### src/sv/spq_pkg.sv
// Shared types and constants of the stable priority task queue.
package spq_pkg;

    localparam int DEFAULT_CAPACITY = 128;
    localparam int S_TDATA_W        = 24;
    localparam int M_TDATA_W        = 32;

    typedef enum logic [1:0] {
        CMD_ADD    = 2'd0,
        CMD_EXEC   = 2'd1,
        CMD_DELETE = 2'd2,
        CMD_NOP    = 2'd3
    } cmd_t;

    typedef enum logic [1:0] {
        ST_OK       = 2'd0,
        ST_FULL     = 2'd1,
        ST_EMPTY    = 2'd2,
        ST_NOTFOUND = 2'd3
    } status_t;

    typedef enum logic {
        CTRL_IDLE,
        CTRL_DELETE
    } ctrl_state_t;

    // The operation that every cell of the chain performs.
    typedef enum logic [1:0] {
        CELL_HOLD,
        CELL_INSERT,
        CELL_SHIFT,
        CELL_ROTATE
    } cell_op_t;

    typedef struct packed {
        logic [7:0] id;
        logic [7:0] prio;
    } entry_t;

    typedef struct packed {
        cell_op_t op;
        entry_t   new_entry;
    } cell_ctl_t;

    // Input transaction, last declared field in the lowest bits.
    typedef struct packed {
        logic [5:0] pad;
        logic [7:0] target_id;
        logic [7:0] new_priority;
        cmd_t       command;
    } in_item_t;

    // Result transaction, last declared field in the lowest bits.
    typedef struct packed {
        logic [5:0] pad;
        logic [7:0] entry_count;
        logic [7:0] task_priority;
        logic [7:0] task_id;
        status_t    status;
    } out_item_t;

endpackage

### src/sv/spq_ctrl.sv
// Command sequencer, occupancy count and result register of the task queue.
module spq_ctrl
    import spq_pkg::*;
#(
    parameter int CAPACITY = DEFAULT_CAPACITY,
    parameter int CNT_W    = $clog2(CAPACITY + 1)
) (
    input  logic                 aclk,
    input  logic                 aresetn,
    input  logic                 s_tvalid,
    output logic                 s_tready,
    input  logic [S_TDATA_W-1:0] s_tdata,
    output logic                 m_tvalid,
    input  logic                 m_tready,
    output logic [M_TDATA_W-1:0] m_tdata,
    input  entry_t               head_entry,
    output cell_ctl_t            ctl,
    output logic [CNT_W-1:0]     occ
);

    ctrl_state_t      state_reg, state_next;
    logic [CNT_W-1:0] occ_reg, occ_next;
    logic [CNT_W-1:0] steps_reg, steps_next;
    logic             found_reg, found_next;
    logic [7:0]       target_reg, target_next;
    entry_t           hold_reg, hold_next;
    logic             m_tvalid_reg, m_tvalid_next;
    out_item_t        m_item_reg, m_item_next;

    in_item_t         in_item;
    logic             out_free;
    logic             hit;

    function automatic logic [7:0] low8(input logic [CNT_W-1:0] v);
        logic [CNT_W+7:0] w;
        w = {8'd0, v};
        return w[7:0];
    endfunction

    assign in_item  = in_item_t'(s_tdata);
    assign out_free = !m_tvalid_reg || m_tready;
    assign hit      = !found_reg && (head_entry.id == target_reg);
    assign m_tvalid = m_tvalid_reg;
    assign m_tdata  = M_TDATA_W'(m_item_reg);
    assign occ      = occ_reg;

    always_comb begin
        state_next    = state_reg;
        occ_next      = occ_reg;
        steps_next    = steps_reg;
        found_next    = found_reg;
        target_next   = target_reg;
        hold_next     = hold_reg;
        m_tvalid_next = m_tvalid_reg && !m_tready;
        m_item_next   = m_item_reg;
        ctl.op        = CELL_HOLD;
        ctl.new_entry = '{id: low8(CNT_W'(occ_reg + 1'b1)), prio: in_item.new_priority};
        s_tready      = (state_reg == CTRL_IDLE) && out_free;

        case (state_reg)
            CTRL_IDLE: begin
                if (s_tvalid && s_tready) begin
                    m_item_next = '0;
                    case (in_item.command)
                        CMD_ADD: begin
                            m_tvalid_next = 1'b1;
                            if (occ_reg == CNT_W'(CAPACITY)) begin
                                m_item_next.status      = ST_FULL;
                                m_item_next.entry_count = low8(occ_reg);
                            end else begin
                                ctl.op                    = CELL_INSERT;
                                occ_next                  = CNT_W'(occ_reg + 1'b1);
                                m_item_next.status        = ST_OK;
                                m_item_next.task_id       = ctl.new_entry.id;
                                m_item_next.task_priority = in_item.new_priority;
                                m_item_next.entry_count   = low8(occ_next);
                            end
                        end
                        CMD_EXEC: begin
                            m_tvalid_next = 1'b1;
                            if (occ_reg == '0) begin
                                m_item_next.status = ST_EMPTY;
                            end else begin
                                ctl.op                    = CELL_SHIFT;
                                occ_next                  = CNT_W'(occ_reg - 1'b1);
                                m_item_next.status        = ST_OK;
                                m_item_next.task_id       = head_entry.id;
                                m_item_next.task_priority = head_entry.prio;
                                m_item_next.entry_count   = low8(occ_next);
                            end
                        end
                        CMD_DELETE: begin
                            if (occ_reg == '0) begin
                                m_tvalid_next      = 1'b1;
                                m_item_next.status = ST_EMPTY;
                            end else begin
                                state_next  = CTRL_DELETE;
                                steps_next  = occ_reg;
                                found_next  = 1'b0;
                                target_next = in_item.target_id;
                            end
                        end
                        default: begin
                            m_tvalid_next           = 1'b1;
                            m_item_next.status      = ST_OK;
                            m_item_next.entry_count = low8(occ_reg);
                        end
                    endcase
                end
            end
            CTRL_DELETE: begin
                // Unless stalled, each step drops the head (first match) or moves it to the tail.
                if (out_free) begin
                    steps_next = CNT_W'(steps_reg - 1'b1);
                    if (hit) begin
                        ctl.op     = CELL_SHIFT;
                        occ_next   = CNT_W'(occ_reg - 1'b1);
                        found_next = 1'b1;
                        hold_next  = head_entry;
                    end else begin
                        ctl.op = CELL_ROTATE;
                    end
                    if (steps_reg == CNT_W'(1)) begin
                        state_next              = CTRL_IDLE;
                        m_tvalid_next           = 1'b1;
                        m_item_next             = '0;
                        m_item_next.entry_count = low8(occ_next);
                        if (hit) begin
                            m_item_next.status        = ST_OK;
                            m_item_next.task_id       = head_entry.id;
                            m_item_next.task_priority = head_entry.prio;
                        end else if (found_reg) begin
                            m_item_next.status        = ST_OK;
                            m_item_next.task_id       = hold_reg.id;
                            m_item_next.task_priority = hold_reg.prio;
                        end else begin
                            m_item_next.status = ST_NOTFOUND;
                        end
                    end
                end
            end
            default: begin
                state_next = CTRL_IDLE;
            end
        endcase
    end

    always_ff @(posedge aclk) begin
        if (!aresetn) begin
            state_reg    <= CTRL_IDLE;
            occ_reg      <= '0;
            m_tvalid_reg <= 1'b0;
        end else begin
            state_reg    <= state_next;
            occ_reg      <= occ_next;
            m_tvalid_reg <= m_tvalid_next;
        end
    end

    always_ff @(posedge aclk) begin
        steps_reg  <= steps_next;
        found_reg  <= found_next;
        target_reg <= target_next;
        hold_reg   <= hold_next;
        m_item_reg <= m_item_next;
    end

endmodule
### config.mk
export PLATFORM = sky130hd
export DESIGN_NAME = spq_ctrl
export DESIGN_NICKNAME = d
export VERILOG_FILES = /design/src/sv/spq_pkg.sv /design/src/sv/spq_ctrl.sv
export SDC_FILE = /design/constraint.sdc
export NUM_CORES = 1
export LEC_CHECK = 0
export BUFFER_PORTS_ARGS = -buffer_cell sky130_fd_sc_hd__buf_4
export CAP_MARGIN = 10
export CORE_UTILIZATION = 43
export DETAILED_ROUTE_END_ITERATION = 10
export PLACE_DENSITY_LB_ADDON = 0.05
export SYNTH_ARGS = -nofsm -noshare
export SYNTH_HDL_FRONTEND = slang
export SYNTH_SLANG_ARGS = --single-unit
### constraint.sdc
create_clock -name aclk -period 7.5 [get_ports aclk]
set_input_delay 0.75 -clock aclk [delete_from_list [all_inputs] [get_ports aclk]]
set_output_delay 0.75 -clock aclk [all_outputs]
set_load 0.1 [all_outputs]
==> results of run 1 <==
[power by group through the flow]
stage / registers (uW) / logic (uW) / clock network, uW
after detailed placement: 481 / 488 / 0
after floorplan: 613 / 245 / 0
final: 472 / 493 / 345
after CTS: 472 / 489 / 355
after global routing: 476 / 519 / 369
after global placement: 480 / 486 / 0
[worst max-delay path: cells and delay by family (launching register included)]
family | cells | cell delay (ps)
AO/OA/AOI/OAI | 2 | 280
adder cells (fa/ha/maj) | 1 | 360
flip-flops | 1 | 640
AND/OR/NAND/NOR | 2 | 290
buffers and inverters | 4 | 970
[cell families (layout without fill, tap and decap cells)]
group | after synthesis | in the layout | synth area share, %
AND/OR/NAND/NOR | 135 | 135 | 15.7
AO/OA/AOI/OAI | 133 | 133 | 22.5
flip-flops | 69 | 69 | 46.1
buffers and inverters | 63 | 133 | 7.25
XOR/XNOR | 22 | 22 | 4.50
adder cells (fa/ha/maj) | 9 | 9 | 2.63
multiplexers | 5 | 5 | 1.20
other | 1 | 6 | 0.0876
[routing by layer]
layer | global-route usage (%) | wire length, um
met1 | 33.3 | 5260
met2 | 38.3 | 5670
met3 | 3.80 | 871
met4 | 11.0 | 406
met5 | 0 | 0
[cell type report]
| cell class | count | area (um^2) | share of cell area [%] |
|---|---|---|---|
| multi-input cells | 310 | 2040 | 39.1 |
| flip-flops and latches | 69 | 1970 | 37.8 |
| inverters | 16 | 60.1 | 1.15 |
| clock inverters | 6 | 95.1 | 1.82 |
| repair buffers | 101 | 758 | 14.5 |
| well taps | 133 | 166 | 3.19 |
| clock buffers | 10 | 128 | 2.45 |
[how the worst max path moves through the flow]
stage,start,cells past startpoint,end
after floorplan,occ[0],10,ctl[17]
after global placement,occ[0],9,ctl[17]
after detailed placement,occ[0],9,ctl[17]
after CTS,occ[0],9,ctl[17]
after global routing,occ[0],9,ctl[17]
final,occ[0],9,ctl[17]
[synthesized netlist by cell type, drive strengths merged (10+ instances only)]
library cell   n  area [um^2]
o21ai         16         83.8
a21oi         30          150
edfxtp        59         1770
inv           16         60.1
xnor2         16          140
clkbuf        23         86.3
nor3          17         85.1
dfxtp         10          200
a22oi         16          120
nand2         26         97.6
buf           24          164
a221o         14          140
nand3         12         60.1
nor2          38          150
[cells in the final DEF (no fill, tap or decap), types with 9 or more instances in the layout]
master | netlist | layout
a21oi_1 | 30 | 29
a221o_1 | 14 | 14
a22oi_1 | 16 | 16
buf_4 | 14 | 101
clkbuf_8 | 0 | 9
dfxtp_1 | 10 | 10
edfxtp_1 | 59 | 59
ha_1 | 9 | 9
inv_1 | 15 | 15
nand2_1 | 26 | 26
nand3_1 | 12 | 12
nor2_1 | 37 | 37
nor3_1 | 17 | 16
o21ai_0 | 14 | 14
xnor2_1 | 16 | 16
[through the flow]
stage / utilization (%) / power [uW]
2_1_floorplan: - / 858
3_3_place_gp: 51.3 / 966
3_5_place_dp: 51.3 / 969
4_1_cts: 53.6 / 1320
5_1_grt: 53.6 / 1360
6_report: 53.6 / 1310
==> qor.yml, run 1 <==
grt:
  antenna_found_initial: 0
  grt_start_max_net_pins: 37
  grt_usage_pct: 24.4
  grt_pass1_vias: 3510
  grt_pass1_wl_mm: 18.8
  grt_overflow: 0
timing:
  fmax_mhz: 273
  setup_ws_ps: 3830
  hold_ws_ps: 552
  min_period_ps: 3670
  drv_slew: 0
  rsz0062_at_grt: "false"
  finClkSkew_ps: 9.15
  timing.final.crit_share_pct: 48.9
  setup_viol: 0
  hold_violations: 0
  tightest_slew_ps: 1220
  fin_setup_tns_ps: 0
  slew_headroom_pct: 18.5
route:
  via_count: 3829
  drc: 1
  drt-wirelength-per-cell_um: 18.9
  drtPass1Iterations: 8
  wirelength_mm: 12.2
  final_antenna_net_count: 0
  avgViaCountPerCell: 5.94
  drt_iter0_markers: 277
clocking:
  clk_latency_ps: 350
  h-tree-depth: 3
  cts_tree: "yes"
  postCtsSetupRepairBufs: 0
  clk_pin_slew_ps: 80
  cts_root_buffer: "clkbuf_8"
  numCtsBuffers: 9
  cts-hold-fix-buffers: 0
  cts_resized: 0
  ctsLongestPathBuffers: 2
  cts.sinks: 69
hold_path:
  hold_depth: 1
  min_from: "hold_reg[1]"
  timing.hold.worst.class: "reg -> reg"
  holdPathEnd: "m_tdata[11]"
worst_setup_path:
  cp_max_fo: 20
  path_cells: "inv_1 > ha_1 > nor3b_1 > buf_4 > a31oi_2 > buf_4 > a21oi_1 > nor2_1 > buf_4"
  r2r_slack_ps: 4520
  reg2reg_depth: 7
  rr_startpoint: "occ[0]"
  cp-end-kind: "primary output"
  critPathKind: "reg -> out"
  startpoint_type: "flip-flop"
  cp_common_cell: "buf_4"
  cp.arrival_ps: 2920
  required_ps: 6750
  crit_path_top_delay_cell: "dfxtp_1"
  worst_r2r_endpoint: "steps_reg[5]"
  cpPeakStageDelay_ps: 640
power_and_ir_drop:
  power_density_nw_per_um2: 251
  p_seq_share_pct: 36.0
  switching_share_pct: 42.0
  power_frac_clock_pct: 26.3
  power_frac_comb_pct: 37.6
  internal_power_uw: 761
  power_leakage_uw: 0.00201
  vdd_drop_max_mv: 0.121
  p_sw_uw: 550
synth:
  async_flop_share_pct: 0
  synth_ff_type: "edfxtp_1"
  synth.yosys.seq_area_share_pct: 46.1
  synthDistinctLibCells: 65
  synth-edff-count: 59
  yosys_warnings: 0
  netlist_area_um2: 4280
  netlist_instances: 437
  ys_ff_latch: 69
  synth_area_per_cell_um2: 9.79
job:
  max_cap_viol_count: 0
placed_design:
  dp.cells: 629
  gp_congestion: 0.880
  preCtsSetupSlack_ps: 4280
  numPortBuffers: 91
  dp_hpwl_mm: 8.54
  placedInstanceArea_um2: 4990
final_layout:
  diodes: 0
  nFillCells: 906
  fin_cells: 645
  layout-drive-gt1-share_pct: 26.0
  design_area_um2: 5220
  largest_reg_flops: 26
  syn_to_final_growth_pct: 21.9
  nets: 560
floorplanning:
  dieArea_um2: 10400
  io_pins: 104
  fp.dieW_um: 102
  initial_core_util_pct: 44.0
  die_h_um: 102
  design.core.area_um2: 9730
  core.rowCount: 36
status:
  status: "complete, but fails checks"
  violations: "design-rule violations"
Power figures use the tool's default switching activity.
==> run 2, diff against run 1 <==
==> constraint.sdc (replaced) <==
create_clock -name aclk -period 3.46 [get_ports aclk]
set_input_delay 0.346 -clock aclk [delete_from_list [all_inputs] [get_ports aclk]]
set_output_delay 0.346 -clock aclk [all_outputs]
set_load 0.1 [all_outputs]
==> run 2 against run 1 <==
The run still ends with design-rule violations left. Via count is 1.4% higher. Worst setup slack worse by 3600 ps. Register-to-register slack worse by 3900 ps. Flip-flop and latch count stayed put. Sequential power is 120% higher. Cell count is 1.1% higher. Count of clock-buffer cells in the layout stayed put. Non-clock buffer count is 7 higher. Worst hold slack worse by 390 ps. Clock power is 98% higher. Critical path type unchanged.
==> qor.yml, run 2 (synthesis gave the netlist of run 1 again) <==
worst_setup_path:
  critPathKind: "reg -> out"
  cp.arrival_ps: 2870  # -50 ps
  cp_max_fo: 11  # -45%
  required_ps: 3110  # -3640 ps
  cp-end-kind: "primary output"
  startpoint_type: "flip-flop"
final_layout:
  layout-drive-gt1-share_pct: 28.1  # +2.2 points
  nets: 567  # +1.3%
  diodes: 0  # unchanged
  nFillCells: 898  # -0.88%
  syn_to_final_growth_pct: 23.5
  final_cell_mix: "108 x buf_4, 59 x edfxtp_1, 35 x nor2_1"
  layout_commonest_cell: "buf_4"
  largest_reg_flops: 26  # unchanged
timing:
  min_period_ps: 3210
  hold_violations: 0  # unchanged
  finClkSkew_ps: 10.4  # +1.27 ps
  tightest_slew_ps: 1210  # -5.61 ps
  slew_headroom_pct: 18.9  # +0.38 points
  rsz0062_at_grt: "false"
  timing.final.crit_share_pct: 92.8
  fmax_mhz: 311
  setup_ws_ps: 248  # -3580 ps
  setup_viol: 0  # unchanged
  drv_slew: 0  # unchanged
  fin_setup_tns_ps: 0  # unchanged
route:
  drtPass1Iterations: 8  # unchanged
  drc: 1  # unchanged
  wirelength_mm: 12.8  # +4.8%
  avgViaCountPerCell: 5.96  # +0.32%
  via_count: 3883  # +1.4%
  final_antenna_net_count: 0  # unchanged
  drt_iter0_markers: 353  # +27%
  drt-wirelength-per-cell_um: 19.6  # +3.7%
clocking:
  postCtsSetupRepairBufs: 0  # unchanged
  cts_root_buffer: "clkbuf_8"
  ctsLongestPathBuffers: 2  # unchanged
  clk_pin_slew_ps: 80  # about the same
  numCtsBuffers: 9  # unchanged
  h-tree-depth: 3  # unchanged
  cts_tree: "yes"
  cts_resized: 0  # unchanged
  cts.sinks: 69  # unchanged
  cts-hold-fix-buffers: 0  # unchanged
  clk_latency_ps: 350  # about the same
placed_design:
  dp_hpwl_mm: 9.08  # +6.3%
  gp_congestion: 0.901  # +2.4%
  numPortBuffers: 91  # unchanged
  preCtsSetupSlack_ps: 696  # -3590 ps
grt:
  antenna_found_initial: 0  # unchanged
  grt_pass1_wl_mm: 19.6  # +4.3%
  grt_start_max_net_pins: 38  # +2.7%
  grt_overflow: 0  # unchanged
  grt_usage_pct: 25.5  # +1.1 points
  grt_pass1_vias: 3485  # -0.71%
power_and_ir_drop:
  p_total_uw: 2800  # +110%
  power_leakage_uw: 0.00203  # +1.2%
  vdd_drop_max_mv: 0.249  # +110%
  power_density_nw_per_um2: 530  # +110%
status:
  violations: "design-rule violations"
  status: "complete, but fails checks"
floorplanning:
  die_h_um: 102  # unchanged
  dieArea_um2: 10400  # unchanged
  core.rowCount: 36  # unchanged
  io_pins: 104  # unchanged
  initial_core_util_pct: 44.0  # unchanged
  fp.dieW_um: 102  # unchanged
  design.core.area_um2: 9730  # unchanged
job:
  max_cap_viol_count: 0  # unchanged
hold_path:
  timing.hold.worst.class: "in -> reg"
==> run 2: cell count changes in the layout (fill, tap and decap cells not counted), sizes merged <==
cell      before  now
buf          101  108
clkinvlp       0    3
inv           18   17
bufinv         2    1
clkinv         2    1
==> run 2: where the power goes <==
part	internal (uW)	switching, uW
Clock	340	344
Sequential	974	44.6
Combinational	272	822
Total	1590	1210
==> run 2: through the flow <==
stage / hold WS (ps) / instance area [um^2] / std cells / util [%]
detailed placement: 525 / 5080 / 636 / 52.3
floorplan: 445 / 4340 / 442 / -
CTS: 151 / 5280 / 652 / 54.3
global route: 143 / 5280 / 652 / 54.3
global placement: 524 / 5080 / 636 / 52.3
finish: 163 / 5280 / 652 / 54.3
==> run 2: worst max-delay path, cell delays in order, from the launching register on <==
cell and delay, ps:
dfxtp_1 530, inv_1 170, ha_1 330, nor3b_1 190, buf_4 190, a31oi_2 480, a21oi_1 210, nor2_4 130
buf_4 280
==> run 2: final cells by class <==
cell class	count	area [um^2]	share of cell area, %
Clock buffer	10	128	2.42
Multi-Input combinational cell	310	2070	39.1
Inverter	16	63.8	1.21
Timing Repair Buffer	108	811	15.3
Sequential cell	69	1980	37.4
Tap cell	133	166	3.15
Clock inverter	6	71.3	1.35
==> run 2: final timing paths <==
path / from / end / slack (ps) / cells after the start
setup / recovery: occ[1] / ctl[17] / 250 / 8
hold / removal: s_tdata[10] / target_reg[0] / 160 / 1
setup reg to reg: occ[1] / occ[6] / 610 / 8
hold reg to reg: hold_reg[11] / m_tdata[5] / 550 / 1
==> run 2: metal layers <==
metal / part of all wire [%] / wire length [um] / track usage [%] / vias to the layer above
met5: 0 / 0 / 0 / -
met4: 1.8 / 233 / 9.14 / 0
met3: 6.4 / 823 / 3.11 / 20
met2: 47 / 6020 / 41.0 / 167
met1: 45 / 5720 / 35.4 / 1894
li1: - / - / - / 1802
