**config.mk**
```make
export PLATFORM = sky130hd
export DESIGN_NAME = spq_cell
export DESIGN_NICKNAME = d
export VERILOG_FILES = /design/src/sv/spq_pkg.sv /design/src/sv/spq_cell.sv
export SDC_FILE = /design/constraint.sdc
export NUM_CORES = 1
export LEC_CHECK = 0
export BUFFER_PORTS_ARGS = -buffer_cell sky130_fd_sc_hd__buf_2
export CORE_MARGIN = 5
export CORE_UTILIZATION = 41
export CTS_CLUSTER_SIZE = 28
export DETAILED_ROUTE_END_ITERATION = 8
export PLACE_DENSITY_LB_ADDON = 0.3
export SYNTH_ARGS = -nofsm -noshare
export SYNTH_HDL_FRONTEND = slang
export SYNTH_SLANG_ARGS = --single-unit
export TNS_END_PERCENT = 100
```
**constraint.sdc**
```tcl
create_clock -name aclk -period 3 [get_ports aclk]
set_input_delay 0.15 -clock aclk [delete_from_list [all_inputs] [get_ports aclk]]
set_output_delay 0.15 -clock aclk [all_outputs]
set_load 0.005 [all_outputs]
```
**src/sv/spq_pkg.sv**
```systemverilog
// Shared types and constants of the stable priority task queue.
package spq_pkg;

    localparam int DEFAULT_CAPACITY = 128;
    localparam int S_TDATA_W        = 24;
    localparam int M_TDATA_W        = 32;

    typedef enum logic [1:0] {
        CMD_ADD    = 2'd0,
        CMD_EXEC   = 2'd1,
        CMD_DELETE = 2'd2,
        CMD_NOP    = 2'd3
    } cmd_t;

    typedef enum logic [1:0] {
        ST_OK       = 2'd0,
        ST_FULL     = 2'd1,
        ST_EMPTY    = 2'd2,
        ST_NOTFOUND = 2'd3
    } status_t;

    typedef enum logic {
        CTRL_IDLE,
        CTRL_DELETE
    } ctrl_state_t;

    // The operation that every cell of the chain performs.
    typedef enum logic [1:0] {
        CELL_HOLD,
        CELL_INSERT,
        CELL_SHIFT,
        CELL_ROTATE
    } cell_op_t;

    typedef struct packed {
        logic [7:0] id;
        logic [7:0] prio;
    } entry_t;

    typedef struct packed {
        cell_op_t op;
        entry_t   new_entry;
    } cell_ctl_t;

    // Input transaction, last declared field in the lowest bits.
    typedef struct packed {
        logic [5:0] pad;
        logic [7:0] target_id;
        logic [7:0] new_priority;
        cmd_t       command;
    } in_item_t;

    // Result transaction, last declared field in the lowest bits.
    typedef struct packed {
        logic [5:0] pad;
        logic [7:0] entry_count;
        logic [7:0] task_priority;
        logic [7:0] task_id;
        status_t    status;
    } out_item_t;

endpackage

```
**src/sv/spq_cell.sv**
```systemverilog
// One storage cell of the sorted queue chain.
module spq_cell
    import spq_pkg::*;
(
    input  logic      aclk,
    input  cell_ctl_t ctl,
    input  logic      occupied,
    input  logic      is_tail,
    input  entry_t    left_entry,
    input  logic      left_keep,
    input  entry_t    right_entry,
    input  entry_t    head_entry,
    output entry_t    entry,
    output logic      keep
);

    entry_t entry_reg;
    entry_t entry_next;

    // An occupied cell keeps its entry on insert when that entry ranks at or above the new one.
    assign keep  = occupied && (entry_reg.prio >= ctl.new_entry.prio);
    assign entry = entry_reg;

    always_comb begin
        entry_next = entry_reg;
        case (ctl.op)
            CELL_HOLD: begin
                entry_next = entry_reg;
            end
            CELL_INSERT: begin
                if (keep) begin
                    entry_next = entry_reg;
                end else if (left_keep) begin
                    entry_next = ctl.new_entry;
                end else begin
                    entry_next = left_entry;
                end
            end
            CELL_SHIFT: begin
                entry_next = right_entry;
            end
            CELL_ROTATE: begin
                entry_next = is_tail ? head_entry : right_entry;
            end
            default: begin
                entry_next = entry_reg;
            end
        endcase
    end

    always_ff @(posedge aclk) begin
        entry_reg <= entry_next;
    end

endmodule

```
==> metrics.cfg, run 1 <==
[routing]
ant_nets = 0
drc = 0
viasPerCell = 4.98
firstDrtPassIters = 4
drt_iter0_drc = 38
wl_mm = 3.16
wl_per_cell_um = 13.4
vias = 1175

[critical_path]
worstPathCellList = inv_1 -> ha_1 -> nand2b_4 -> a2111oi_4 -> nor3_1 -> o41ai_4 -> buf_4
required_ps = 2990
critPathTopFamily = compound AO/OA/AOI/OAI gates
critPathBufInv = 2
crit_path_start_kind = register
crit_path_max_incr_delay_ps = 490
crit_path_max_fanout = 9
crit_type = reg -> reg
cp_data_arrival_time_ps = 2330
end_kind = register
cpMaxStageDelayCell = o41ai_4

[sta]
slew_violations = 0
finalHoldViolCount = 0
clock.fmax_ghz = 0.428
max-slew-margin-rel_pct = 61.4
worstMarginPinSlew_ps = 577
finalCritPeriodShare_pct = 77.8
holdWs_ps = 230
setup_ws_ps = 665
final.min_clock_period_ps = 2340
rsz0062_at_grt = false
final-setup-viol-count = 0
finClkSkew_ps = 0.421
fin_setup_tns_ps = 0

[job]
drv_cap = 0

[layout]
largest_reg_flops = 16
regArea_um2 = 480
nFillCells = 265
syn2layout_area_growth_pct = 38.8
diodes = 0
nets = 282
layout-drive-gt1-share_pct = 46.3
fin_cells = 236
multiInputGateArea_um2 = 688
final_core_util_pct = 57.6

[pwr]
p_per_area_mw_per_mm2 = 350
leakage_nw = 0.877
vdd.ir_drop.worst_uv = 173

[floorplanning]
die_x_um = 64.9
die_area_mm2 = 0.00421
die_h_um = 64.9
design.portCount = 87
start_util_pct = 41.5
core.rowCount = 20
core_region_area_mm2 = 0.00298

[cts]
cts.sinks = 16
worstSkewPairLatency_ps = 270
cts_hold_buf = 0
cts_root_buf = clkbuf_4
cts-htree-levels = 1
cts_tree = built
cts-resized-gates = 0
clockBufferDepth = 2
cts_setup_buffers = 0
clk_pin_slew_ps = 90
cts_buffers = 3

[logic_synthesis]
yosys.cell_count.top_type = a21oi_1
syn_avg_cell_area_um2 = 10.3
synth_ff_type = edfxtp_1
yosysTopAreaCellShare_pct = 38.9
synthDistinctLibCells = 20
synth_edf_count = 16
syn_area_mm2 = 0.00124
synthesis.yosys.warnings = 0
yosysTopAreaCell = edfxtp_1
netlist_top_cells_count = 18 x a21oi_1, 16 x a211oi_1, 16 x edfxtp_1, 16 x mux2i_1, 16 x nor2b_1
netlist_instances = 120
synth.area.top_cells = edfxtp_1 39%, mux2i_1 13%, a211oi_1 9.7%
yosysSeqAreaShare_pct = 38.9
synth-seq-cells = 16
synth_nets = 198
synthArstFlopShare_pct = 0

[place]
dp_hpwl_mm = 2.67
dp.cells = 232
io_buffers = 86
place_ws_ps = 642
gp_congestion = 0.772

[global_routing]
grt_util_all_layers_pct = 15.2
grt_first_pass_wirelength_mm = 5.05
overflow = 0
antenna_found_initial = 0
grt_pass1_vias = 1179
grt_max_degree = 34

[hold_path]
hp-class = in -> reg

[status]
status = complete, no violations

[tightest hold or removal path, stage by stage]
cell and delay, ps:
buf_2 80, a211oi_1 60, a21oi_1 100
[worst paths after layout]
check	cells past startpoint	to	slack, ps	startpoint
max	7	entry[1]	660	entry[0]
max reg2reg	7	entry[1]	660	entry[0]
min	3	entry[14]	230	ctl[14]
min reg2reg	2	entry[7]	920	entry[7]
[final cells by class]
class                           instances  area share (%)
Timing Repair Buffer                   87            25.5
Clock buffer                            3            1.31
Clock inverter                          1           0.219
Multi-Input combinational cell         85            40.1
Tap cell                               33            2.41
Inverter                               11            2.41
Sequential cell                        16            28.0
[metal layers]
metal / vias up / track usage, % / wire length [um]
met1: 505 / 19.5 / 1310
met4: 0 / 6.60 / 54
met3: 6 / 1.73 / 180
met2: 47 / 25.4 / 1610
li1: 617 / - / -
met5: - / 0 / 0
[report_power, final]
| group | switching [mW] | internal [mW] | total (mW) | leakage (nW) |
|---|---|---|---|---|
| combinational | 0.0952 | 0.104 | 0.200 | 0.701 |
| clock | 0.0619 | 0.0481 | 0.110 | 0.0154 |
| sequential | 0.0103 | 0.280 | 0.290 | 0.160 |
[kinds of logic (layout without fill, tap and decap cells)]
| kind of cell | after synthesis | in the layout | share of synthesized area (%) |
|---|---|---|---|
| compound gates | 39 | 39 | 22.3 |
| simple gates | 22 | 22 | 11.4 |
| buf+inv | 19 | 102 | 6.38 |
| mux | 16 | 16 | 13.0 |
| flops | 16 | 16 | 38.9 |
| fa+ha+maj | 8 | 8 | 8.10 |
[cell usage in the layout (no fill, tap or decap)]
cell type / n
o21a_1: 1
clkbuf_4: 3
mux2i_1: 16
buf_4: 1
nand2_2: 1
nor2_1: 1
nor3_1: 1
o21ai_0: 1
clkinv_1: 1
nand4_1: 2
inv_1: 11
edfxtp_1: 16
nand2b_4: 1
o31a_1: 1
o41ai_4: 1
a2111oi_4: 1
buf_2: 86
ha_1: 8
a211oi_1: 16
a21oi_1: 18
nor2b_1: 16
[metrics by stage]
step / area, um^2 / power [mW]
after floorplan: 1240 / 0.403
after global routing: 1720 / 0.641
after detailed placement: 1690 / 0.498
after CTS: 1720 / 0.607
after global placement: 1690 / 0.490
final: 1720 / 0.600
(Power assumes the default switching activity.)
==> run 2, diff against run 1 <==
--- a/config.mk
+++ b/config.mk
@@ -5,9 +5,10 @@
 export SDC_FILE = /design/constraint.sdc
 export NUM_CORES = 1
 export LEC_CHECK = 0
+export ABC_AREA = 1
 export BUFFER_PORTS_ARGS = -buffer_cell sky130_fd_sc_hd__buf_2
 export CORE_MARGIN = 5
-export CORE_UTILIZATION = 41
+export CORE_UTILIZATION = 43
 export CTS_CLUSTER_SIZE = 28
 export DETAILED_ROUTE_END_ITERATION = 8
 export PLACE_DENSITY_LB_ADDON = 0.3
==> constraint.sdc (replaced) <==
create_clock -name aclk -period 2.3 [get_ports aclk]
set_input_delay 0.115 -clock aclk [delete_from_list [all_inputs] [get_ports aclk]]
set_output_delay 0.115 -clock aclk [all_outputs]
set_load 0.005 [all_outputs]
==> run 2 against run 1 <==
Effect of this change: clock power rose by 40%; non-clock buffer count rose by 1; sequential share of layout area fell by 1.7 points; total power rose by 35%; die area rose by 5.4%; worst setup slack got worse by 110 ps; synthesized cell count rose by 40%; critical path type unchanged; largest cell class unchanged.
==> metrics.cfg, run 2 <==
[cts]
clk_pin_slew_ps = 100
worstSkewPairLatency_ps = 290
cts_setup_buffers = 0
cts_buffers = 3
cts_root_buf = clkbuf_4
cts_tree = built
cts.sinks = 16
cts-resized-gates = 0
cts_hold_buf = 0
cts-htree-levels = 1
clockBufferDepth = 2

[place]
dp.cells = 291
gp_congestion = 0.788
dp_hpwl_mm = 3.19
io_buffers = 86

[job]
drv_cap = 0

[sta]
fin_setup_tns_ps = 0
finClkSkew_ps = 12.2
worstMarginPinSlew_ps = 408
finalHoldViolCount = 0
slew_violations = 0
max-slew-margin-rel_pct = 72.8
rsz0062_at_grt = false
finalCritPeriodShare_pct = 75.9
clock.fmax_ghz = 0.573
final-setup-viol-count = 0
final.min_clock_period_ps = 1750

[floorplanning]
die_h_um = 66.6
die_area_mm2 = 0.00444
core.rowCount = 20
start_util_pct = 45.2
die_x_um = 66.6
design.portCount = 87
core_region_area_mm2 = 0.00305

[routing]
firstDrtPassIters = 4
ant_nets = 0
viasPerCell = 5.09
vias = 1501
wl_mm = 3.97
drt_iter0_drc = 35
wl_per_cell_um = 13.5
drc = 0

[critical_path]
cp_data_arrival_time_ps = 1740
cpMaxStageDelayCell = edfxtp_1
end_kind = register
crit_path_max_incr_delay_ps = 400
crit_path_start_kind = register
worstPathCellList = ha_1 -> nand2_1 -> nand2_1 -> nor2_1 -> nand2_1 -> nand2_1 -> nand2_1 -> nand2_1 -> nand2_1 -> nand2_1 -> buf_4
crit_top_cell = nand2_1
required_ps = 2290
crit_path_max_fanout = 9
crit_type = reg -> reg

[logic_synthesis]
synth_edf_count = 16
netlist_instances = 168
syn_avg_cell_area_um2 = 8.21
synth_ff_type = edfxtp_1
yosysSeqAreaShare_pct = 34.8
syn_area_mm2 = 0.00138
netlist_top_cells_count = 31 x nand2_1, 26 x nor2_1, 22 x o21ai_0
synth.area.top_cells = edfxtp_1 35%, nand2_1 8.4%, o21ai_0 8.0%
synth-seq-cells = 16
synthDistinctLibCells = 22
yosysTopAreaCell = edfxtp_1
yosys.cell_count.top_type = nand2_1
yosysTopAreaCellShare_pct = 34.8
synthArstFlopShare_pct = 0
synth_nets = 246
synthesis.yosys.warnings = 0

[pwr]
p_comb_share_pct = 34.6
vdd.ir_drop.worst_uv = 191
switching_share_pct = 31.3
seqPwrFrac_pct = 46.5
clkPwrFrac_pct = 18.9
p_int_uw = 558
p_per_area_mw_per_mm2 = 446
leakage_nw = 0.896
power_switching_uw = 254

[layout]
diodes = 0
nets = 330
layout_commonest_cell = buf_2
layout_common_cells = 86 x buf_2, 31 x nand2_1, 26 x nor2_1, 22 x o21ai_0, 16 x edfxtp_1
syn2layout_area_growth_pct = 32.2
layout-drive-gt1-share_pct = 44.2
largest_reg_flops = 16
final_core_util_pct = 59.7
fin_cells = 295

[hold_path]
hp-class = in -> reg

[global_routing]
grt_util_all_layers_pct = 18.1
grt_first_pass_wirelength_mm = 6.13
antenna_found_initial = 0
grt_max_degree = 25
grt_pass1_vias = 1392
overflow = 0

[status]
status = complete, no violations

-- run 2: path summary, 6_finish.rpt --
kind	start	endpoint	slack, ps	cells past startpoint
min	right_entry[15]	entry[15]	130	3
min reg2reg	entry[7]	entry[4]	1210	8
max reg2reg	entry[3]	entry[9]	550	11
max	entry[3]	entry[9]	550	11
-- run 2: routing by layer --
layer  wire, um  track usage [%]  part of all wire [%]
met5          0                0                     0
met4         34             6.09                  0.86
met3        206             1.01                   5.2
met2       2180             33.0                    55
met1       1550             22.5                    39
-- run 2: area by class of cell --
| cell class | count | area (um^2) |
|---|---|---|
| Clock buffer | 3 | 22.5 |
| Tap cell | 44 | 55.1 |
| Timing Repair Buffer | 88 | 445 |
| Clock inverter | 1 | 3.75 |
| Inverter | 17 | 67.6 |
| Sequential cell | 16 | 480 |
| Multi-Input combinational cell | 126 | 748 |
| Fill cell | 318 | 1230 |
-- run 2: per-stage QoR --
| step | setup slack, ps | instance area (um^2) | power [mW] | hold slack [ps] |
|---|---|---|---|---|
| CTS | 544 | 1820 | 0.820 | 124 |
| global route | 423 | 1820 | 0.870 | 129 |
| finish | 553 | 1820 | 0.812 | 130 |
| floorplan | 455 | 1380 | 0.542 | 314 |
| detailed placement | 555 | 1800 | 0.667 | 423 |
| global placement | 642 | 1800 | 0.661 | 420 |
-- run 2: cells by family (layout without fill, tap and decap cells) --
| family | count (synthesis) | count (layout) | share of synthesized area (%) |
|---|---|---|---|
| adder cells (fa/ha/maj) | 8 | 8 | 7.26 |
| AND/OR/NAND/NOR | 64 | 64 | 18.5 |
| buffers and inverters | 26 | 109 | 10.9 |
| flip-flops | 16 | 16 | 34.8 |
| AO/OA/AOI/OAI | 54 | 54 | 28.5 |
-- run 2: critical path, delay by kind of cell (launching register included) --
family                   cells  cell delay, ps
buffers and inverters        1             180
flip-flops                   1             400
adder cells (fa/ha/maj)      1             310
AND/OR/NAND/NOR              9             560
-- run 2: power by group through the flow --
stage | clock, mW | sequential [mW] | combinational [mW]
global placement | 0 | 0.384 | 0.277
detailed placement | 0 | 0.385 | 0.282
global route | 0.169 | 0.384 | 0.317
finish | 0.154 | 0.378 | 0.281
floorplan | 0 | 0.389 | 0.152
CTS | 0.158 | 0.378 | 0.283
==> run 3, diff against run 2 <==
--- a/config.mk
+++ b/config.mk
@@ -8,7 +8,7 @@
 export ABC_AREA = 1
 export BUFFER_PORTS_ARGS = -buffer_cell sky130_fd_sc_hd__buf_2
 export CORE_MARGIN = 5
-export CORE_UTILIZATION = 43
+export CORE_UTILIZATION = 39
 export CTS_CLUSTER_SIZE = 28
 export DETAILED_ROUTE_END_ITERATION = 8
 export PLACE_DENSITY_LB_ADDON = 0.3
==> constraint.sdc (replaced) <==
create_clock -name aclk -period 1.6 [get_ports aclk]
set_input_delay 0.08 -clock aclk [delete_from_list [all_inputs] [get_ports aclk]]
set_output_delay 0.08 -clock aclk [all_outputs]
set_load 0.005 [all_outputs]
==> run 3 against run 2 <==
Effect of this change: the flow now finishes with violations (setup timing); clock skew is 7.3 ps lower; worst hold slack worse by 47 ps; non-clock buffer count is 6 higher; core utilization is 1.6 points lower; global-route usage is 0.39 points lower.
==> metrics.cfg, run 3 (same netlist as run 2, synthesis figures left out) <==
[place]
io_buffers = 86
gp_congestion = 0.739
dp_hpwl_mm = 3.39
place_ws_ps = -142

[global_routing]
grt_max_degree = 17
grt_util_all_layers_pct = 17.7
overflow = 0
antenna_found_initial = 0
grt_first_pass_wirelength_mm = 6.98
grt_pass1_vias = 1554

[sta]
clock.fmax_ghz = 0.557
setup_ws_ps = -197
slew_violations = 0
worstMarginPinSlew_ps = 347
finalCritPeriodShare_pct = 112
finalHoldViolCount = 0
final-setup-viol-count = 17
final.min_clock_period_ps = 1800
holdWs_ps = 83.6
max-slew-margin-rel_pct = 76.8
finClkSkew_ps = 4.84
rsz0062_at_grt = true

[layout]
layout_common_cells = 86 x buf_2, 26 x nand2_1, 25 x nor2_1, 22 x o21ai_0, 16 x edfxtp_1
largest_reg_flops = 16
nFillCells = 329
syn2layout_area_growth_pct = 42.9
nets = 337
final_core_util_pct = 58.1
layout_commonest_cell = buf_2
layout-drive-gt1-share_pct = 49.8
diodes = 0

[routing]
wl_per_cell_um = 14.7
ant_nets = 0
firstDrtPassIters = 4
drt_iter0_drc = 58
viasPerCell = 5.06
drc = 0
wl_mm = 4.46
vias = 1532

[critical_path]
required_ps = 1520
crit_type = reg -> out
end_kind = output pin
crit_path_start_kind = register
crit_path_max_fanout = 2
cp_data_arrival_time_ps = 1720

[pwr]
power_switching_uw = 410
leakage_nw = 0.934
p_int_uw = 845
p_per_area_mw_per_mm2 = 637
clkPwrFrac_pct = 17.5
switching_share_pct = 32.6
p_comb_share_pct = 38.7
seqPwrFrac_pct = 43.7
vdd.ir_drop.worst_uv = 434

[cts]
cts_root_buf = clkbuf_4
clk_pin_slew_ps = 100
clockBufferDepth = 2
cts_buffers = 3
cts.sinks = 16
cts_tree = built
worstSkewPairLatency_ps = 290
cts-htree-levels = 1

[floorplanning]
die_area_mm2 = 0.00482
core_region_area_mm2 = 0.00339
core.rowCount = 21
start_util_pct = 40.7
die_x_um = 69.5
design.portCount = 87
die_h_um = 69.5

[job]
drv_cap = 0

[status]
violations = setup timing
status = finished with violations

[hold_path]
hp-class = in -> reg

-- run 3: changes by cell type in the layout (fill, tap and decap cells not counted), moves of 3 or more --
cell / before / now
nand2_1: 31 / 26
nand2_2: 0 / 3
nand2_8: 0 / 3
buf_4: 2 / 7
ha_4: 0 / 3
ha_1: 8 / 5
-- run 3: what timing repair did --
| action | 4_1_cts | 5_1_grt |
|---|---|---|
| hold buffers | 0 | 0 |
| cloned | 1 | 0 |
| pin swaps | 4 | 9 |
| setup buffers | 1 | 1 |
| gates resized for setup | 5 | 8 |
| endpoints found under the setup margin | 17 | 17 |
-- run 3: cell type report --
class	instances	area, um^2	area share, %
clock buffer	3	22.5	1.14
inverter	17	67.6	3.43
multi-input combinational	127	848	43.0
sequential	16	480	24.4
tap	46	57.6	2.92
timing repair buffer	94	494	25.1
-- run 3: stage by stage --
step,power (mW),cells,instance area (um^2),TNS (ps)
after floorplan,0.782,168,1390,-0.307
after global placement,0.971,297,1840,-1210
after detailed placement,0.982,297,1840,-2270
after CTS,1.22,302,1910,-2500
after global routing,1.34,303,1970,-4840
final,1.26,303,1970,-2860
-- run 3: final timing paths --
kind                    from        end  slack [ps]  cells past startpoint
min          right_entry[13]  entry[13]          80                      3
max                 entry[2]       keep        -200                     11
max reg2reg         entry[0]   entry[2]        -170                     12
min reg2reg         entry[7]   entry[7]        1270                      8
-- run 3: worst max-delay path, cell delays in order (launching register included) --
cell      delay, ps
edfxtp_1        450
ha_4            300
nand2_2          60
nor2_2           90
nor2_1           50
nand2_1          60
nand2_1          50
nand2_1          80
nand2_2          60
buf_6           110
inv_2            30
buf_2            90
-- run 3: metal layers --
| layer | up-vias | routed length [um] | global-route usage, % |
|---|---|---|---|
| li1 | 771 | - | - |
| met1 | 707 | 1770 | 19.0 |
| met2 | 52 | 2390 | 34.2 |
| met3 | 2 | 276 | 4.93 |
| met4 | 0 | 16 | 3.47 |
| met5 | - | 0 | 0 |
-- run 3: power by group through the flow --
stage / Clock (mW) / Sequential (mW) / Combinational, mW
3_5_place_dp: 0 / 0.554 / 0.428
3_3_place_gp: 0 / 0.550 / 0.420
2_1_floorplan: 0 / 0.559 / 0.223
4_1_cts: 0.223 / 0.544 / 0.458
6_report: 0.220 / 0.549 / 0.486
5_1_grt: 0.244 / 0.554 / 0.542
